**src/ueu_pkg.sv**
```systemverilog
// shared types, character constants and hex helper functions for the escape converter
// no dependencies; imported by every module of the block
package ueu_pkg;

    localparam logic [7:0] CH_BSLASH = 8'h5C;
    localparam logic [7:0] CH_U      = 8'h75;
    localparam logic [7:0] CH_X      = 8'h78;
    localparam int         LIT_MAX   = 6;
    localparam int         UTF_MAX   = 3;

    // one queued output job: a run of literal bytes or an encoded code point
    typedef struct packed {
        logic                      enc;
        logic [3:0]                cnt;
        logic [LIT_MAX-1:0][7:0]   lit;
        logic [UTF_MAX-1:0][7:0]   utf;
    } ueu_cmd_t;

    function automatic logic is_hex(input logic [7:0] b);
        return ((b >= 8'h30) && (b <= 8'h39)) || ((b >= 8'h41) && (b <= 8'h46))
            || ((b >= 8'h61) && (b <= 8'h66));
    endfunction

    function automatic logic [3:0] hex_val(input logic [7:0] b);
        logic [7:0] v;
        v = 8'h00;
        if ((b >= 8'h30) && (b <= 8'h39))
            v = b - 8'h30;
        else if ((b >= 8'h41) && (b <= 8'h46))
            v = b - 8'h37;
        else if ((b >= 8'h61) && (b <= 8'h66))
            v = b - 8'h57;
        return v[3:0];
    endfunction

    function automatic logic [7:0] hex_char(input logic [3:0] n);
        return (n < 4'd10) ? (8'h30 + {4'h0, n}) : (8'h57 + {4'h0, n});
    endfunction

endpackage

```
**src/unicode_escape_to_utf8_hex.sv**
```systemverilog
// Converts \uXXXX escapes in a text byte stream into \xHH UTF-8 byte escapes.
// Input channel in_valid/in_stall carries in_byte and in_last, one word per item.
// Output channel out_valid/out_stall carries out_byte and out_last; out_last marks
// the final word caused by one input word. Words held as a partial escape give no
// output until the escape completes or fails; in_last flushes anything held.
// An output word passes through the job queue and then the output register.
// Throughput: one input word per cycle while the job queue has room; the output side
// emits one word per cycle while out_stall is low, so an escape drains as 4, 8 or
// 12 words and a failed match as up to 6. The queue of FIFO_DEPTH jobs lets the
// input keep running while such a burst drains.
// Reset: no partial escape held, queue empty, out_valid low.
// When out_stall is high the output register holds its word; the queue then fills
// and in_stall rises once it is full.
// depends on ueu_pkg, ueu_front, ueu_queue, ueu_back
module unicode_escape_to_utf8_hex
    import ueu_pkg::*;
#(
    parameter int FIFO_DEPTH = 4
)
(
    input  logic       clk,
    input  logic       rst_n,
    input  logic       in_valid,
    output logic       in_stall,
    input  logic [7:0] in_byte,
    input  logic       in_last,
    output logic       out_valid,
    input  logic       out_stall,
    output logic [7:0] out_byte,
    output logic       out_last
);

    logic     accept;
    logic     push;
    ueu_cmd_t push_cmd;
    ueu_cmd_t head_cmd;
    logic     pop;
    logic     full;
    logic     empty;

    assign in_stall = full;
    assign accept   = in_valid && !full;

    ueu_front u_front (
        .clk      (clk),
        .rst_n    (rst_n),
        .accept   (accept),
        .in_byte  (in_byte),
        .in_last  (in_last),
        .push     (push),
        .push_cmd (push_cmd)
    );

    ueu_queue #(
        .DEPTH (FIFO_DEPTH)
    ) u_queue (
        .clk      (clk),
        .rst_n    (rst_n),
        .push     (push),
        .push_cmd (push_cmd),
        .pop      (pop),
        .head_cmd (head_cmd),
        .full     (full),
        .empty    (empty)
    );

    ueu_back u_back (
        .clk       (clk),
        .rst_n     (rst_n),
        .head_cmd  (head_cmd),
        .empty     (empty),
        .pop       (pop),
        .out_valid (out_valid),
        .out_stall (out_stall),
        .out_byte  (out_byte),
        .out_last  (out_last)
    );

endmodule

```
**src/ueu_front.sv**
```systemverilog
// front end: accepts source words, tracks a partial escape and builds at most one output job per word
// depends on ueu_pkg
module ueu_front
    import ueu_pkg::*;
(
    input  logic       clk,
    input  logic       rst_n,
    input  logic       accept,
    input  logic [7:0] in_byte,
    input  logic       in_last,
    output logic       push,
    output ueu_cmd_t   push_cmd
);

    typedef enum logic [2:0] {
        ST_IDLE = 3'd0,
        ST_BS   = 3'd1,
        ST_U    = 3'd2,
        ST_D1   = 3'd3,
        ST_D2   = 3'd4,
        ST_D3   = 3'd5
    } stage_t;

    stage_t          stage_reg;
    stage_t          stage_next;
    logic [2:0][7:0] digit_reg;
    logic            digit_we;
    logic [1:0]      digit_idx;
    logic [2:0]      held_len;
    logic [2:0]      lit_len;
    logic [3:0]      lit_cnt;
    logic            do_enc;
    logic [4:0][7:0] held;
    logic [15:0]     cp;

    assign held      = {digit_reg[2], digit_reg[1], digit_reg[0], CH_U, CH_BSLASH};
    assign digit_idx = 2'(stage_reg - ST_U);
    assign cp        = {hex_val(digit_reg[0]), hex_val(digit_reg[1]),
                        hex_val(digit_reg[2]), hex_val(in_byte)};

    always_comb
    begin
        case (stage_reg)
            ST_BS, ST_U, ST_D1, ST_D2, ST_D3: held_len = stage_reg;
            default:                          held_len = 3'd0;
        endcase
    end

    always_comb
    begin
        stage_next = stage_reg;
        digit_we   = 1'b0;
        push       = 1'b0;
        do_enc     = 1'b0;
        lit_len    = held_len;
        lit_cnt    = 4'd0;
        if (accept)
        begin
            if ((stage_reg == ST_BS) && (in_byte == CH_U))
            begin
                if (in_last)
                begin
                    push       = 1'b1;
                    lit_len    = 3'd1;
                    lit_cnt    = 4'd2;
                    stage_next = ST_IDLE;
                end
                else
                begin
                    stage_next = ST_U;
                end
            end
            else if ((stage_reg >= ST_U) && (stage_reg <= ST_D3) && is_hex(in_byte))
            begin
                if (stage_reg == ST_D3)
                begin
                    push       = 1'b1;
                    do_enc     = 1'b1;
                    stage_next = ST_IDLE;
                end
                else
                begin
                    digit_we = 1'b1;
                    if (in_last)
                    begin
                        // held prefix plus this digit
                        push       = 1'b1;
                        lit_len    = stage_reg;
                        lit_cnt    = {1'b0, stage_reg} + 4'd1;
                        stage_next = ST_IDLE;
                    end
                    else
                    begin
                        stage_next = stage_t'(stage_reg + 3'd1);
                    end
                end
            end
            else
            begin
                // failed match or idle: pass held bytes, then rescan this word
                lit_len = held_len;
                if ((in_byte == CH_BSLASH) && !in_last)
                begin
                    lit_cnt    = {1'b0, held_len};
                    push       = (held_len != 3'd0);
                    stage_next = ST_BS;
                end
                else
                begin
                    lit_cnt    = {1'b0, held_len} + 4'd1;
                    push       = 1'b1;
                    stage_next = ST_IDLE;
                end
            end
        end
    end

    always_comb
    begin
        push_cmd     = '0;
        push_cmd.enc = do_enc;
        for (int i = 0; i < LIT_MAX - 1; i++)
        begin
            push_cmd.lit[i] = (3'(i) < lit_len) ? held[i] : in_byte;
        end
        // the last slot only ever carries the word itself
        push_cmd.lit[LIT_MAX-1] = in_byte;
        if (do_enc)
        begin
            if (cp[15:7] == 9'd0)
            begin
                push_cmd.cnt    = 4'd4;
                push_cmd.utf[0] = cp[7:0];
            end
            else if (cp[15:11] == 5'd0)
            begin
                push_cmd.cnt    = 4'd8;
                push_cmd.utf[0] = 8'hC0 | {3'b000, cp[10:6]};
                push_cmd.utf[1] = 8'h80 | {2'b00, cp[5:0]};
            end
            else
            begin
                push_cmd.cnt    = 4'd12;
                push_cmd.utf[0] = 8'hE0 | {4'h0, cp[15:12]};
                push_cmd.utf[1] = 8'h80 | {2'b00, cp[11:6]};
                push_cmd.utf[2] = 8'h80 | {2'b00, cp[5:0]};
            end
        end
        else
        begin
            push_cmd.cnt = lit_cnt;
        end
    end

    always_ff @(posedge clk or negedge rst_n)
    begin
        if (!rst_n)
        begin
            stage_reg <= ST_IDLE;
        end
        else
        begin
            stage_reg <= stage_next;
        end
    end

    always_ff @(posedge clk)
    begin
        if (digit_we)
        begin
            digit_reg[digit_idx] <= in_byte;
        end
    end

endmodule

```
**src/ueu_queue.sv**
```systemverilog
// short job queue between front and back ends, register based
// depends on ueu_pkg
module ueu_queue
    import ueu_pkg::*;
#(
    parameter int DEPTH = 4
)
(
    input  logic     clk,
    input  logic     rst_n,
    input  logic     push,
    input  ueu_cmd_t push_cmd,
    input  logic     pop,
    output ueu_cmd_t head_cmd,
    output logic     full,
    output logic     empty
);

    localparam int PW = (DEPTH > 1) ? $clog2(DEPTH) : 1;
    localparam int CW = $clog2(DEPTH + 1);

    ueu_cmd_t          mem [DEPTH];
    logic [PW-1:0]     wr_ptr_reg;
    logic [PW-1:0]     wr_ptr_next;
    logic [PW-1:0]     rd_ptr_reg;
    logic [PW-1:0]     rd_ptr_next;
    logic [CW-1:0]     count_reg;
    logic [CW-1:0]     count_next;

    assign full     = (count_reg == CW'(DEPTH));
    assign empty    = (count_reg == '0);
    assign head_cmd = mem[rd_ptr_reg];

    always_comb
    begin
        wr_ptr_next = wr_ptr_reg;
        rd_ptr_next = rd_ptr_reg;
        count_next  = count_reg;
        if (push)
        begin
            wr_ptr_next = (wr_ptr_reg == PW'(DEPTH - 1)) ? '0 : wr_ptr_reg + 1'b1;
        end
        if (pop)
        begin
            rd_ptr_next = (rd_ptr_reg == PW'(DEPTH - 1)) ? '0 : rd_ptr_reg + 1'b1;
        end
        if (push && !pop)
            count_next = count_reg + 1'b1;
        else if (pop && !push)
            count_next = count_reg - 1'b1;
    end

    always_ff @(posedge clk or negedge rst_n)
    begin
        if (!rst_n)
        begin
            wr_ptr_reg <= '0;
            rd_ptr_reg <= '0;
            count_reg  <= '0;
        end
        else
        begin
            wr_ptr_reg <= wr_ptr_next;
            rd_ptr_reg <= rd_ptr_next;
            count_reg  <= count_next;
        end
    end

    always_ff @(posedge clk)
    begin
        if (push)
        begin
            mem[wr_ptr_reg] <= push_cmd;
        end
    end

    assert property (@(posedge clk) disable iff (!rst_n) !(push && full && !pop))
        else $error("queue written while full");
    assert property (@(posedge clk) disable iff (!rst_n) !(pop && empty))
        else $error("queue read while empty");
    assert property (@(posedge clk) disable iff (!rst_n)
        (push && !pop) |=> (count_reg == $past(count_reg) + 1'b1))
        else $error("queue count lost a word");

endmodule

```
**src/ueu_back.sv**
```systemverilog
// back end: expands queued jobs into output words through an output register
// depends on ueu_pkg
module ueu_back
    import ueu_pkg::*;
(
    input  logic       clk,
    input  logic       rst_n,
    input  ueu_cmd_t   head_cmd,
    input  logic       empty,
    output logic       pop,
    output logic       out_valid,
    input  logic       out_stall,
    output logic [7:0] out_byte,
    output logic       out_last
);

    logic [3:0] idx_reg;
    logic [3:0] idx_next;
    logic       out_valid_reg;
    logic       out_valid_next;
    logic [7:0] out_byte_reg;
    logic       out_last_reg;
    logic       load;
    logic       cmd_done;
    logic [7:0] sel_byte;
    logic [7:0] utf_sel;

    assign load     = !out_valid_reg || !out_stall;
    assign cmd_done = (idx_reg == head_cmd.cnt - 4'd1);
    assign pop      = load && !empty && cmd_done;

    always_comb
    begin
        case (idx_reg[3:2])
            2'd0:    utf_sel = head_cmd.utf[0];
            2'd1:    utf_sel = head_cmd.utf[1];
            2'd2:    utf_sel = head_cmd.utf[2];
            default: utf_sel = 8'h00;
        endcase
    end

    always_comb
    begin
        if (head_cmd.enc)
        begin
            // each utf-8 byte becomes backslash, x, two hex digits
            case (idx_reg[1:0])
                2'd0:    sel_byte = CH_BSLASH;
                2'd1:    sel_byte = CH_X;
                2'd2:    sel_byte = hex_char(utf_sel[7:4]);
                default: sel_byte = hex_char(utf_sel[3:0]);
            endcase
        end
        else
        begin
            case (idx_reg[2:0])
                3'd0:    sel_byte = head_cmd.lit[0];
                3'd1:    sel_byte = head_cmd.lit[1];
                3'd2:    sel_byte = head_cmd.lit[2];
                3'd3:    sel_byte = head_cmd.lit[3];
                3'd4:    sel_byte = head_cmd.lit[4];
                3'd5:    sel_byte = head_cmd.lit[5];
                default: sel_byte = 8'h00;
            endcase
        end
    end

    always_comb
    begin
        idx_next       = idx_reg;
        out_valid_next = out_valid_reg;
        if (load)
        begin
            out_valid_next = !empty;
            if (!empty)
            begin
                idx_next = cmd_done ? 4'd0 : idx_reg + 4'd1;
            end
        end
    end

    always_ff @(posedge clk or negedge rst_n)
    begin
        if (!rst_n)
        begin
            idx_reg       <= 4'd0;
            out_valid_reg <= 1'b0;
        end
        else
        begin
            idx_reg       <= idx_next;
            out_valid_reg <= out_valid_next;
        end
    end

    always_ff @(posedge clk)
    begin
        if (load && !empty)
        begin
            out_byte_reg <= sel_byte;
            out_last_reg <= cmd_done;
        end
    end

    assign out_valid = out_valid_reg;
    assign out_byte  = out_byte_reg;
    assign out_last  = out_last_reg;

    assert property (@(posedge clk) disable iff (!rst_n) empty |-> (idx_reg == 4'd0))
        else $error("job index moved with no job queued");
    assert property (@(posedge clk) disable iff (!rst_n) !empty |-> (idx_reg < head_cmd.cnt))
        else $error("job index beyond job length");
    assert property (@(posedge clk) disable iff (!rst_n)
        (pop && head_cmd.enc) |-> (idx_reg[1:0] == 2'd3))
        else $error("encoded job ended inside a byte escape");

endmodule

```
**config.mk**
```make
export PLATFORM = sky130hd
export DESIGN_NAME = unicode_escape_to_utf8_hex
export DESIGN_NICKNAME = d
export VERILOG_FILES = /design/src/ueu_pkg.sv /design/src/unicode_escape_to_utf8_hex.sv /design/src/ueu_front.sv /design/src/ueu_queue.sv /design/src/ueu_back.sv
export SDC_FILE = /design/constraint.sdc
export NUM_CORES = 1
export LEC_CHECK = 0
export ABC_AREA = 1
export BUFFER_PORTS_ARGS = -buffer_cell sky130_fd_sc_hd__buf_2
export CAP_MARGIN = 20
export CORE_MARGIN = 4
export CORE_UTILIZATION = 29
export CTS_BUF_LIST = sky130_fd_sc_hd__clkbuf_8 sky130_fd_sc_hd__clkbuf_16
export DETAILED_ROUTE_END_ITERATION = 16
export GPL_TIMING_DRIVEN = 0
export PLACE_DENSITY = 0.44
export SLEW_MARGIN = 5
export SYNTH_ARGS = -nofsm -noshare
export SYNTH_HDL_FRONTEND = slang
export SYNTH_SLANG_ARGS = --single-unit
```
**constraint.sdc**
```tcl
create_clock -name clk -period 10.2 [get_ports clk]
set_input_delay 1.02 -clock clk [delete_from_list [all_inputs] [get_ports clk]]
set_output_delay 1.02 -clock clk [all_outputs]
set_load 0.03 [all_outputs]
```
### Word-level counts from Yosys, hierarchy flattened

Memory sizes are Yosys's and may differ from the RTL's.
Cells that the tools add are included.

* add/sub/neg operators: 26
* reductions and logical operators: 42
* muxes and demuxes: 75
* order comparisons: 35
* equality and inequality tests: 20
* multiply operators: 0
* div/mod/pow operators: 0
* bitwise gates (word level): 1
* shift-type cells: 0

Operators with widths (count)
* $mux W8: 11
* $mux W4: 21
* $ge A8 B7 Y1 const B: 8
* $le A8 B7 Y1 const B: 8
* $pmux W8 S3: 2
* $pmux W8 S6: 1
* $mux W3: 14
* $ge A8 B6 Y1 const B: 4
* $le A8 B6 Y1 const B: 4
* $sub A4 B3 Y4 const B: 8
* $bwmux W24: 1
* $mux W24: 1
* $logic_and A1 B1 Y1: 22
* $sub A4 B1 Y4 const B: 5
* $mux W1: 17
* $add A7 B4 Y8 const A: 2
* $demux W8 S2: 1
* $eq A8 B7 Y1 const B: 2
* $mux W16: 1
* $eq A3 B3 Y1 const B: 5
* $add A6 B4 Y7 const A: 2
* $mux W14: 1
* $eq A3 B2 Y1 const B: 4
* $logic_not A9 Y1: 1
* other kinds (29): 53

* bits in registers: 48
* bits in writable memories: 308
* ROM bits: 0
* input port bits: 13
* memories kept: 1
* bits in latches: 0
* logic and storage cells: 211
* output and inout port bits: 11

Memory list
* u_queue.mem: words 4, bits a word 77, read ports 1, clocked after memory_dff 0, wr ports 1, RTL line ueu_queue.sv:22 `ueu_cmd_t mem [DEPTH];`

### Depth between registers and ports, before layout

Gate-level depths: netlist of run 1.

* depth in word-level cells: 12
* depth in mapped cells: 18

### Hierarchy

From an unflattened synthesis of run 1, not the netlist that was laid out.

* cell total of the unflattened synthesis: 1653
* area, all modules: 17559.3 sq um

Modules (own cells, without submodules)
* ueu_queue: cells each 950, area each 12966.2 sq um, times used 1
* ueu_front: cells each 452, area each 2940.3 sq um, times used 1
* ueu_back: cells each 249, area each 1642.8 sq um, times used 1
* unicode_escape_to_utf8_hex: cells each 2, area each 10.0 sq um, times used 1

### Worst setup path before layout of run 1

OpenSTA, ideal clock, no wires.

* path type: input -> register
* from: in in_byte[0]
* to: mem u_queue.mem[0][0] (netlist name), enable pin
* library setup time: 0.509 ns
* path buffers: 0
* slack: 4.344 ns
* data arrival time: 5.347 ns
* cell stages on the path: 13
* path through: inv_1 > ha_1 > nor2_1 > nand2_1 > nand2_1 > nand2_2 > nand3_4 > nor2_4 > nand2_1 > nand2_1 > nor2_1 > inv_1 > nor2_1

* word-level cells in the longest chain between the ends: 10

Ends and longest elaborated chain
* from (decl): RTL line unicode_escape_to_utf8_hex.sv:25 `input logic [7:0] in_byte,`
* $ge A8 B6 Y1, or another cell as far along: RTL line ueu_pkg.sv:20 `return ((b >= 8'h30) && (b <= 8'h39)) || ((b >= 8'h41) && (b <= 8'h46))`
* $logic_and A1 B1 Y1: RTL line ueu_pkg.sv:20
* $logic_or A1 B1 Y1: RTL line ueu_pkg.sv:20
* $logic_or A1 B1 Y1: RTL line ueu_pkg.sv:21 `|| ((b >= 8'h61) && (b <= 8'h66));`
* $logic_and A1 B1 Y1: RTL line ueu_front.sv:73 `else if ((stage_reg >= ST_U) && (stage_reg <= ST_D3) && is_hex(in_byte))`
* $mux W1: RTL line ueu_front.sv:73
* $mux W1 *: RTL line ueu_front.sv:59 `if ((stage_reg == ST_BS) && (in_byte == CH_U))`
* $mux W1 *: RTL line ueu_front.sv:57 `if (accept)`
* via push: RTL line unicode_escape_to_utf8_hex.sv:34 `logic push;`
* $mux W1 *: RTL line ueu_queue.sv:71 `if (push)`
* $mux W1 (implied by the code) *: RTL line ueu_queue.sv:73 `mem[wr_ptr_reg] <= push_cmd;`
* to (decl): RTL line ueu_queue.sv:22

Mark *: on every way through the listed nets, which the timed path passes. The rest lies on a longest branch.

### Worst setup path after layout of run 1

* from: in in_byte[0]
* to: mem u_queue.mem[3][68] (netlist name), enable pin

The elaborated chain is that of the path after synthesis.

==> results of run 1 <==
path summary, 6_finish.rpt:
path / from / to / slack, ps / cells after the start
min in group clk: u_back.out_valid$_DFFE_PN0N_ / u_back.out_valid$_DFFE_PN0N_ / 510 / 2
min reg2reg: u_back.out_valid$_DFFE_PN0N_ / u_back.out_valid$_DFFE_PN0N_ / 510 / 2
max reg2reg: u_front.stage_reg[1]$_DFFE_PN0P_ / u_queue.mem[3][68]$_DFFE_PP_ / 6390 / 15
max in group asynchronous: rst_n / u_back.idx_reg[1]$_DFFE_PN0P_ / 9450 / 1
min: rst_n / u_queue.count_reg[2]$_DFFE_PN0P_ / 420 / 1
max: in_byte[0] / u_queue.mem[3][68]$_DFFE_PP_ / 6050 / 18
layout by cell type (no fill, tap or decap), drive strengths merged, types with 2 or more instances in the layout:
cell,count
buf,69
nand4,16
nand3,101
nand2,352
ha,35
dfrtp,15
xnor2,3
bufinv,6
inv,139
a22o,9
xor2,4
a21oi,14
a31oi,2
nand3b,2
nor3,13
o21ai,167
o22ai,52
o31ai,3
edfxtp,333
clkbuf,67
clkinv,15
or2,2
nor2,238
through the flow:
step | setup WS (ps) | total power (uW) | std cells | hold slack, ps
after floorplan | 4344 | 3179 | 1559 | 513.6
after global placement | 379.9 | 3915 | 2330 | 491.3
after detailed placement | 5405 | 3946 | 2344 | 491.8
after CTS | 6000 | 5419 | 2417 | 393.2
after global routing | 5662 | 5691 | 2417 | 413.1
final | 6049 | 5360 | 2417 | 415.0
kinds of logic (layout without fill, tap and decap cells):
| logic type | count (synthesis) | in the layout | share of synthesized area |
|---|---|---|---|
| xor gates and xnor gates | 7 | 7 | 0.003768 |
| muxes | 1 | 1 | 0.0006921 |
| AOI/OAI and AO/OA | 254 | 254 | 0.08637 |
| and+or+nand+nor | 726 | 726 | 0.1943 |
| adders and majority gates | 36 | 36 | 0.02815 |
| DFF | 348 | 348 | 0.6377 |
| buffers and inverters | 187 | 297 | 0.04906 |
power breakdown:
group / internal [uW] / switching [uW]
combinational: 542 / 1380
sequential: 1900 / 78.3
clock: 876 / 581
worst max-delay path, cell delays in order:
cell	delay (ps)
buf_2	330
inv_1	170
ha_1	240
nor2_1	100
nand2_1	80
nand2_1	70
nand2_2	90
nand3_4	160
nor2_4	50
nand2_1	80
nand2_1	60
nor2_1	290
inv_1	250
nor2_4	570
buf_12	280
buf_16	180
buf_16	160
buf_16	170
metal layers:
layer  up-vias  GRT usage  share of wire
met4         0    0.04514          0.021
li1       5550          -              -
met1      5651     0.2372           0.48
met3        45    0.02196          0.047
met2       262     0.2492           0.45
met5         -          0              0
final cells by class:
type	instances	area share
well taps	748	0.04925
flip-flops and latches	348	0.5460
clock buffers	41	0.05340
repair buffers	37	0.02239
plain buffers	58	0.01613
multi-input cells	1024	0.2698
clock inverters	32	0.01719
inverters	129	0.02588
==> results_dict.tcl, run 1 <==
set metrics [dict create \
    start_kind "primary input" \
    rsz0062_at_grt "no" \
    coreArea_sq_um 55310 \
    rows 86 \
    post-route-util 0.3436 \
    syn-num-nets 1608 \
    firstDrtPassIters 5 \
    wire_per_inst_um 20.02 \
    synth_seq_cells 348 \
    synth_top_area_cell "edfxtp_1" \
    skew_ps 23.24 \
    route.detailed.drc 0 \
    placed_cell_area_sq_um 17660 \
    routed_wl_mm 48.40 \
    yosys.cell_count.top_type "edfxtp_1" \
    cts_made_buffers 40 \
    die_w_um 244.9 \
    cts_hold_buf 0 \
    status "finished clean" \
    cts.clk_slew.worst_paths_ps 60 \
    final.fill_count 5583 \
    p_leak_uw 0.007340 \
    clock_sinks 348 \
    period_minus_slack_ps 4151 \
    synth_warnings 0 \
    io_buffers 23 \
    grt_pass1_vias 11060 \
    initial_core_util 0.2942 \
    ys_types 52 \
    finalWeightedCongestion 0.8223 \
    cts.path.max_buffers 3 \
    tns_ps 0 \
    maxSlewViolCount 0 \
    final_area_sq_um 19000 \
    clock_latency_ps 570 \
    antenna_found_initial 0 \
    hold_violations 0 \
    crit_required_ps 10470 \
    hp-class "primary input to asynchronous set/reset pin" \
    grt_pass1_wl_mm 72.59 \
    num-nets-final 1687 \
    die-area_sq_um 59950 \
    synthTopCellsByArea "edfxtp_1 (61%), nand2_1 (7.6%), nor2_1 (5.3%)" \
    fmax_mhz 240.9 \
    post_cts_buffers 0 \
    worstPathArrival_ps 4420 \
    seq_area_sq_um 10380 \
    ios 24 \
    grt_max_degree 25 \
    die_h_um 244.9 \
    postSynthCellCount 1559 \
    cts_tree "done" \
    drt_iter0_drc 972 \
    slew_headroom 0.3410 \
    vias 11510 \
    cp_max_fo 22 \
    htree_num_levels 2 \
    diodes 0 \
    ant_nets 0 \
    area.growth.synth_to_final_pct 16.80 \
    yosysTopAreaCellShare 0.6146 \
    gr-total-overflow 0 \
    yosys-top-cells-count "edfxtp_1 (333), nand2_1 (331), nor2_1 (229), o21ai_0 (158), inv_1 (113)" \
    peakVddDrop_v 0.0001325 \
    post_cts_resized 0 \
    fin_crit_sh 0.4070 \
    synthesis.area_sq_um 16270 \
    drive_gt1_frac 0.1126 \
    root_buffer "clkbuf_16" \
    avgSynthCellArea_sq_um 10.44 \
    maxCapViolations 0 \
    setup.worst_path.end_class "flop" \
    multi_input_area_sq_um 5126 \
    setup-violations-final 0 \
    path_class "primary input to flop" \
    vias_per_cell 4.761 \
    async_reset_ff_frac 0.04310 \
    largest_reg_flops 300 \
    synth_edf_count 333 \
    grt_use_total 0.1610 \
    ys_seq_area_frac 0.6377 \
    synth_flop_cell "edfxtp_1" \
    worstMarginPinSlew_ps 978.2 \
    hpwlAfterDp_mm 34.44 \
    powerDensity_nw_per_um2 282.1 \
]
Note: power is estimated with default switching activity, not from simulation.
==> inputs of run 2 (changes only) <==
==> constraint.sdc (replaced) <==
create_clock -name clk -period 4 [get_ports clk]
set_input_delay 0.4 -clock clk [delete_from_list [all_inputs] [get_ports clk]]
set_output_delay 0.4 -clock clk [all_outputs]
set_load 0.03 [all_outputs]
==> run 2 against run 1 <==
Effect of this change: via count increased by 0.14%; sequential share of layout area grew 0.24 points; largest power group unchanged; global-route usage shrank 0.12 points; utilization decreased by 0.15 points; flip-flop and latch count is the same; final area down 0.44%; register-to-register slack worse by 6100 ps; die area stayed put; sequential power grew to 2.6 times the previous value; worst hold slack worse by 300 ps; non-clock buffer count increased by 6; setup slack worse by 5800 ps; critical path type is now flop to flop.
==> results_dict.tcl, run 2 (synthesis results as in run 1) <==
set metrics [dict create \
    root_buffer "clkbuf_16" \
    die-area_sq_um 59950 \
    slew_headroom 0.3223 \
    seq_area_sq_um 10380 \
    final.fill_count 5620 \
    fmax_mhz 266.8 \
    vias_per_cell 4.764 \
    route.met3.wl_mm 2.210 \
    worst_slack_ps 252.0 \
    setup.worst_path.end_class "flop" \
    wire_per_inst_um 20.04 \
    hold_slack_ps 119.6 \
    io_buffers 23 \
    crit_chain "inv_1, clkbuf_1, a21oi_2, ha_1, xnor2_1, nor4_1, nand2_1, inv_2, nand2_2, ha_1, inv_1, fa_1, mux2_2" \
    cts.clk_slew.worst_paths_ps 60 \
    grt_pass1_vias 10970 \
    final_area_sq_um 18920 \
    route.detailed.drc 0 \
    rows 86 \
    start_kind "flop" \
    top_layer_used "met4" \
    mostFrequentLayoutCell "edfxtp_1" \
    stdcell_count 2419 \
    wl_met2_mm 21.66 \
    die_h_um 244.9 \
    m1WireLength_mm 23.41 \
    cts.path.max_buffers 3 \
    path_class "flop to flop" \
    p_leak_uw 0.007308 \
    cts_tree "done" \
    status "finished clean" \
    hp-class "primary input to flop" \
    dp.cells 2342 \
    place_ws_ps -113.3 \
    skew_ps 19.33 \
    placed_cell_area_sq_um 17630 \
    vias 11520 \
    cp_top_family "adder cells" \
    path_buf_inv 4 \
    finalWeightedCongestion 0.8318 \
    period_minus_slack_ps 3748 \
    hpwlAfterDp_mm 34.09 \
    clock_sinks 348 \
    multi_input_area_sq_um 5126 \
    firstDrtPassIters 6 \
    finalPower_uw 13400 \
    maxSlewViolCount 0 \
    maxCapViolations 0 \
    die_w_um 244.9 \
    powerDensity_nw_per_um2 708.1 \
    coreArea_sq_um 55310 \
    worstPathArrival_ps 4180 \
    drt_iter0_drc 872 \
    worstMarginPinSlew_ps 1006 \
    cts_made_buffers 40 \
    largest_reg_flops 300 \
    num-nets-final 1693 \
    grt_max_degree 25 \
    hold_violations 0 \
    ios 24 \
    layout_common_cells "edfxtp_1 (333), nand2_1 (331), nor2_1 (225), o21ai_0 (158), inv_1 (122)" \
    peakVddDrop_v 0.0003587 \
    ant_nets 0 \
    setup-violations-final 0 \
    crit_required_ps 4430 \
    initial_core_util 0.2942 \
    area.growth.synth_to_final_pct 16.28 \
    grt_use_total 0.1598 \
    cp_max_fo 10 \
    drive_gt1_frac 0.1144 \
    routed_wl_mm 48.47 \
    max_stage_delay_ps 600 \
    worst_path_max_delay_cell "clkbuf_1" \
    rsz0062_at_grt "no" \
    grt_pass1_wl_mm 72.33 \
    antenna_found_initial 0 \
    fin_crit_sh 0.9370 \
    clock_latency_ps 560 \
    reg2reg_slack_ps 250 \
    gr-total-overflow 0 \
    htree_num_levels 2 \
]
run 2: repair_timing:
action	CTS	global route
hold endpoints to repair	15	0
buffers inserted	0	6
hold buffers	1	0
endpoints found under the setup margin	0	18
gates resized for setup	0	0
run 2: power breakdown:
part           total [uW]  internal [uW]  switching, uW
combinational        4900           1400           3500
sequential           5050           4850            195
clock                3450           1970           1480
run 2: final timing paths:
check                                                        from                           endpoint  depth (start not counted)
worst max-delay path            u_queue.rd_ptr_reg[1]$_DFFE_PN0P_   u_queue.count_reg[1]$_DFFE_PN0P_                         13
worst min-delay path                                    out_stall       u_back.out_valid$_DFFE_PN0N_                          3
worst min register to register   u_queue.count_reg[2]$_DFFE_PN0P_       u_back.out_valid$_DFFE_PN0N_                          2
worst max register to register  u_queue.rd_ptr_reg[1]$_DFFE_PN0P_   u_queue.count_reg[1]$_DFFE_PN0P_                         13
max in group asynchronous                                   rst_n      u_back.idx_reg[2]$_DFFE_PN0P_                          2
min in group asynchronous                                   rst_n  u_queue.wr_ptr_reg[1]$_DFFE_PN0P_                          2
run 2: through the flow:
step           setup TNS (ps)  utilization
5_1_grt                     0       0.3420
4_1_cts                     0       0.3409
3_5_place_dp            -2123       0.3187
2_1_floorplan          -19510            -
6_report                    0       0.3421
3_3_place_gp          -788640       0.3133
run 2: routing by layer:
layer  global-route usage  vias to the layer above
li1                     -                     5552
met1               0.2349                     5631
met2               0.2480                      277
met3              0.02294                       64
met4              0.04279                        0
met5                    0                        -
run 2: layout make-up:
class / instances / area share
well taps: 748 / 0.04947
plain buffers: 58 / 0.01620
repair buffers: 43 / 0.02460
flip-flops and latches: 348 / 0.5484
multi-input cells: 1024 / 0.2710
clock buffers: 41 / 0.05364
inverters: 129 / 0.02599
clock inverters: 27 / 0.01058
diodes: 1 / 0.0001323
run 2: worst reg2reg max path: stages (launching register included):
cell	delay [ps]
dfrtp_1	420
inv_1	130
clkbuf_1	600
a21oi_2	200
ha_1	340
xnor2_1	130
nor4_1	320
nand2_1	170
inv_2	140
nand2_2	160
ha_1	240
inv_1	100
fa_1	430
mux2_2	270
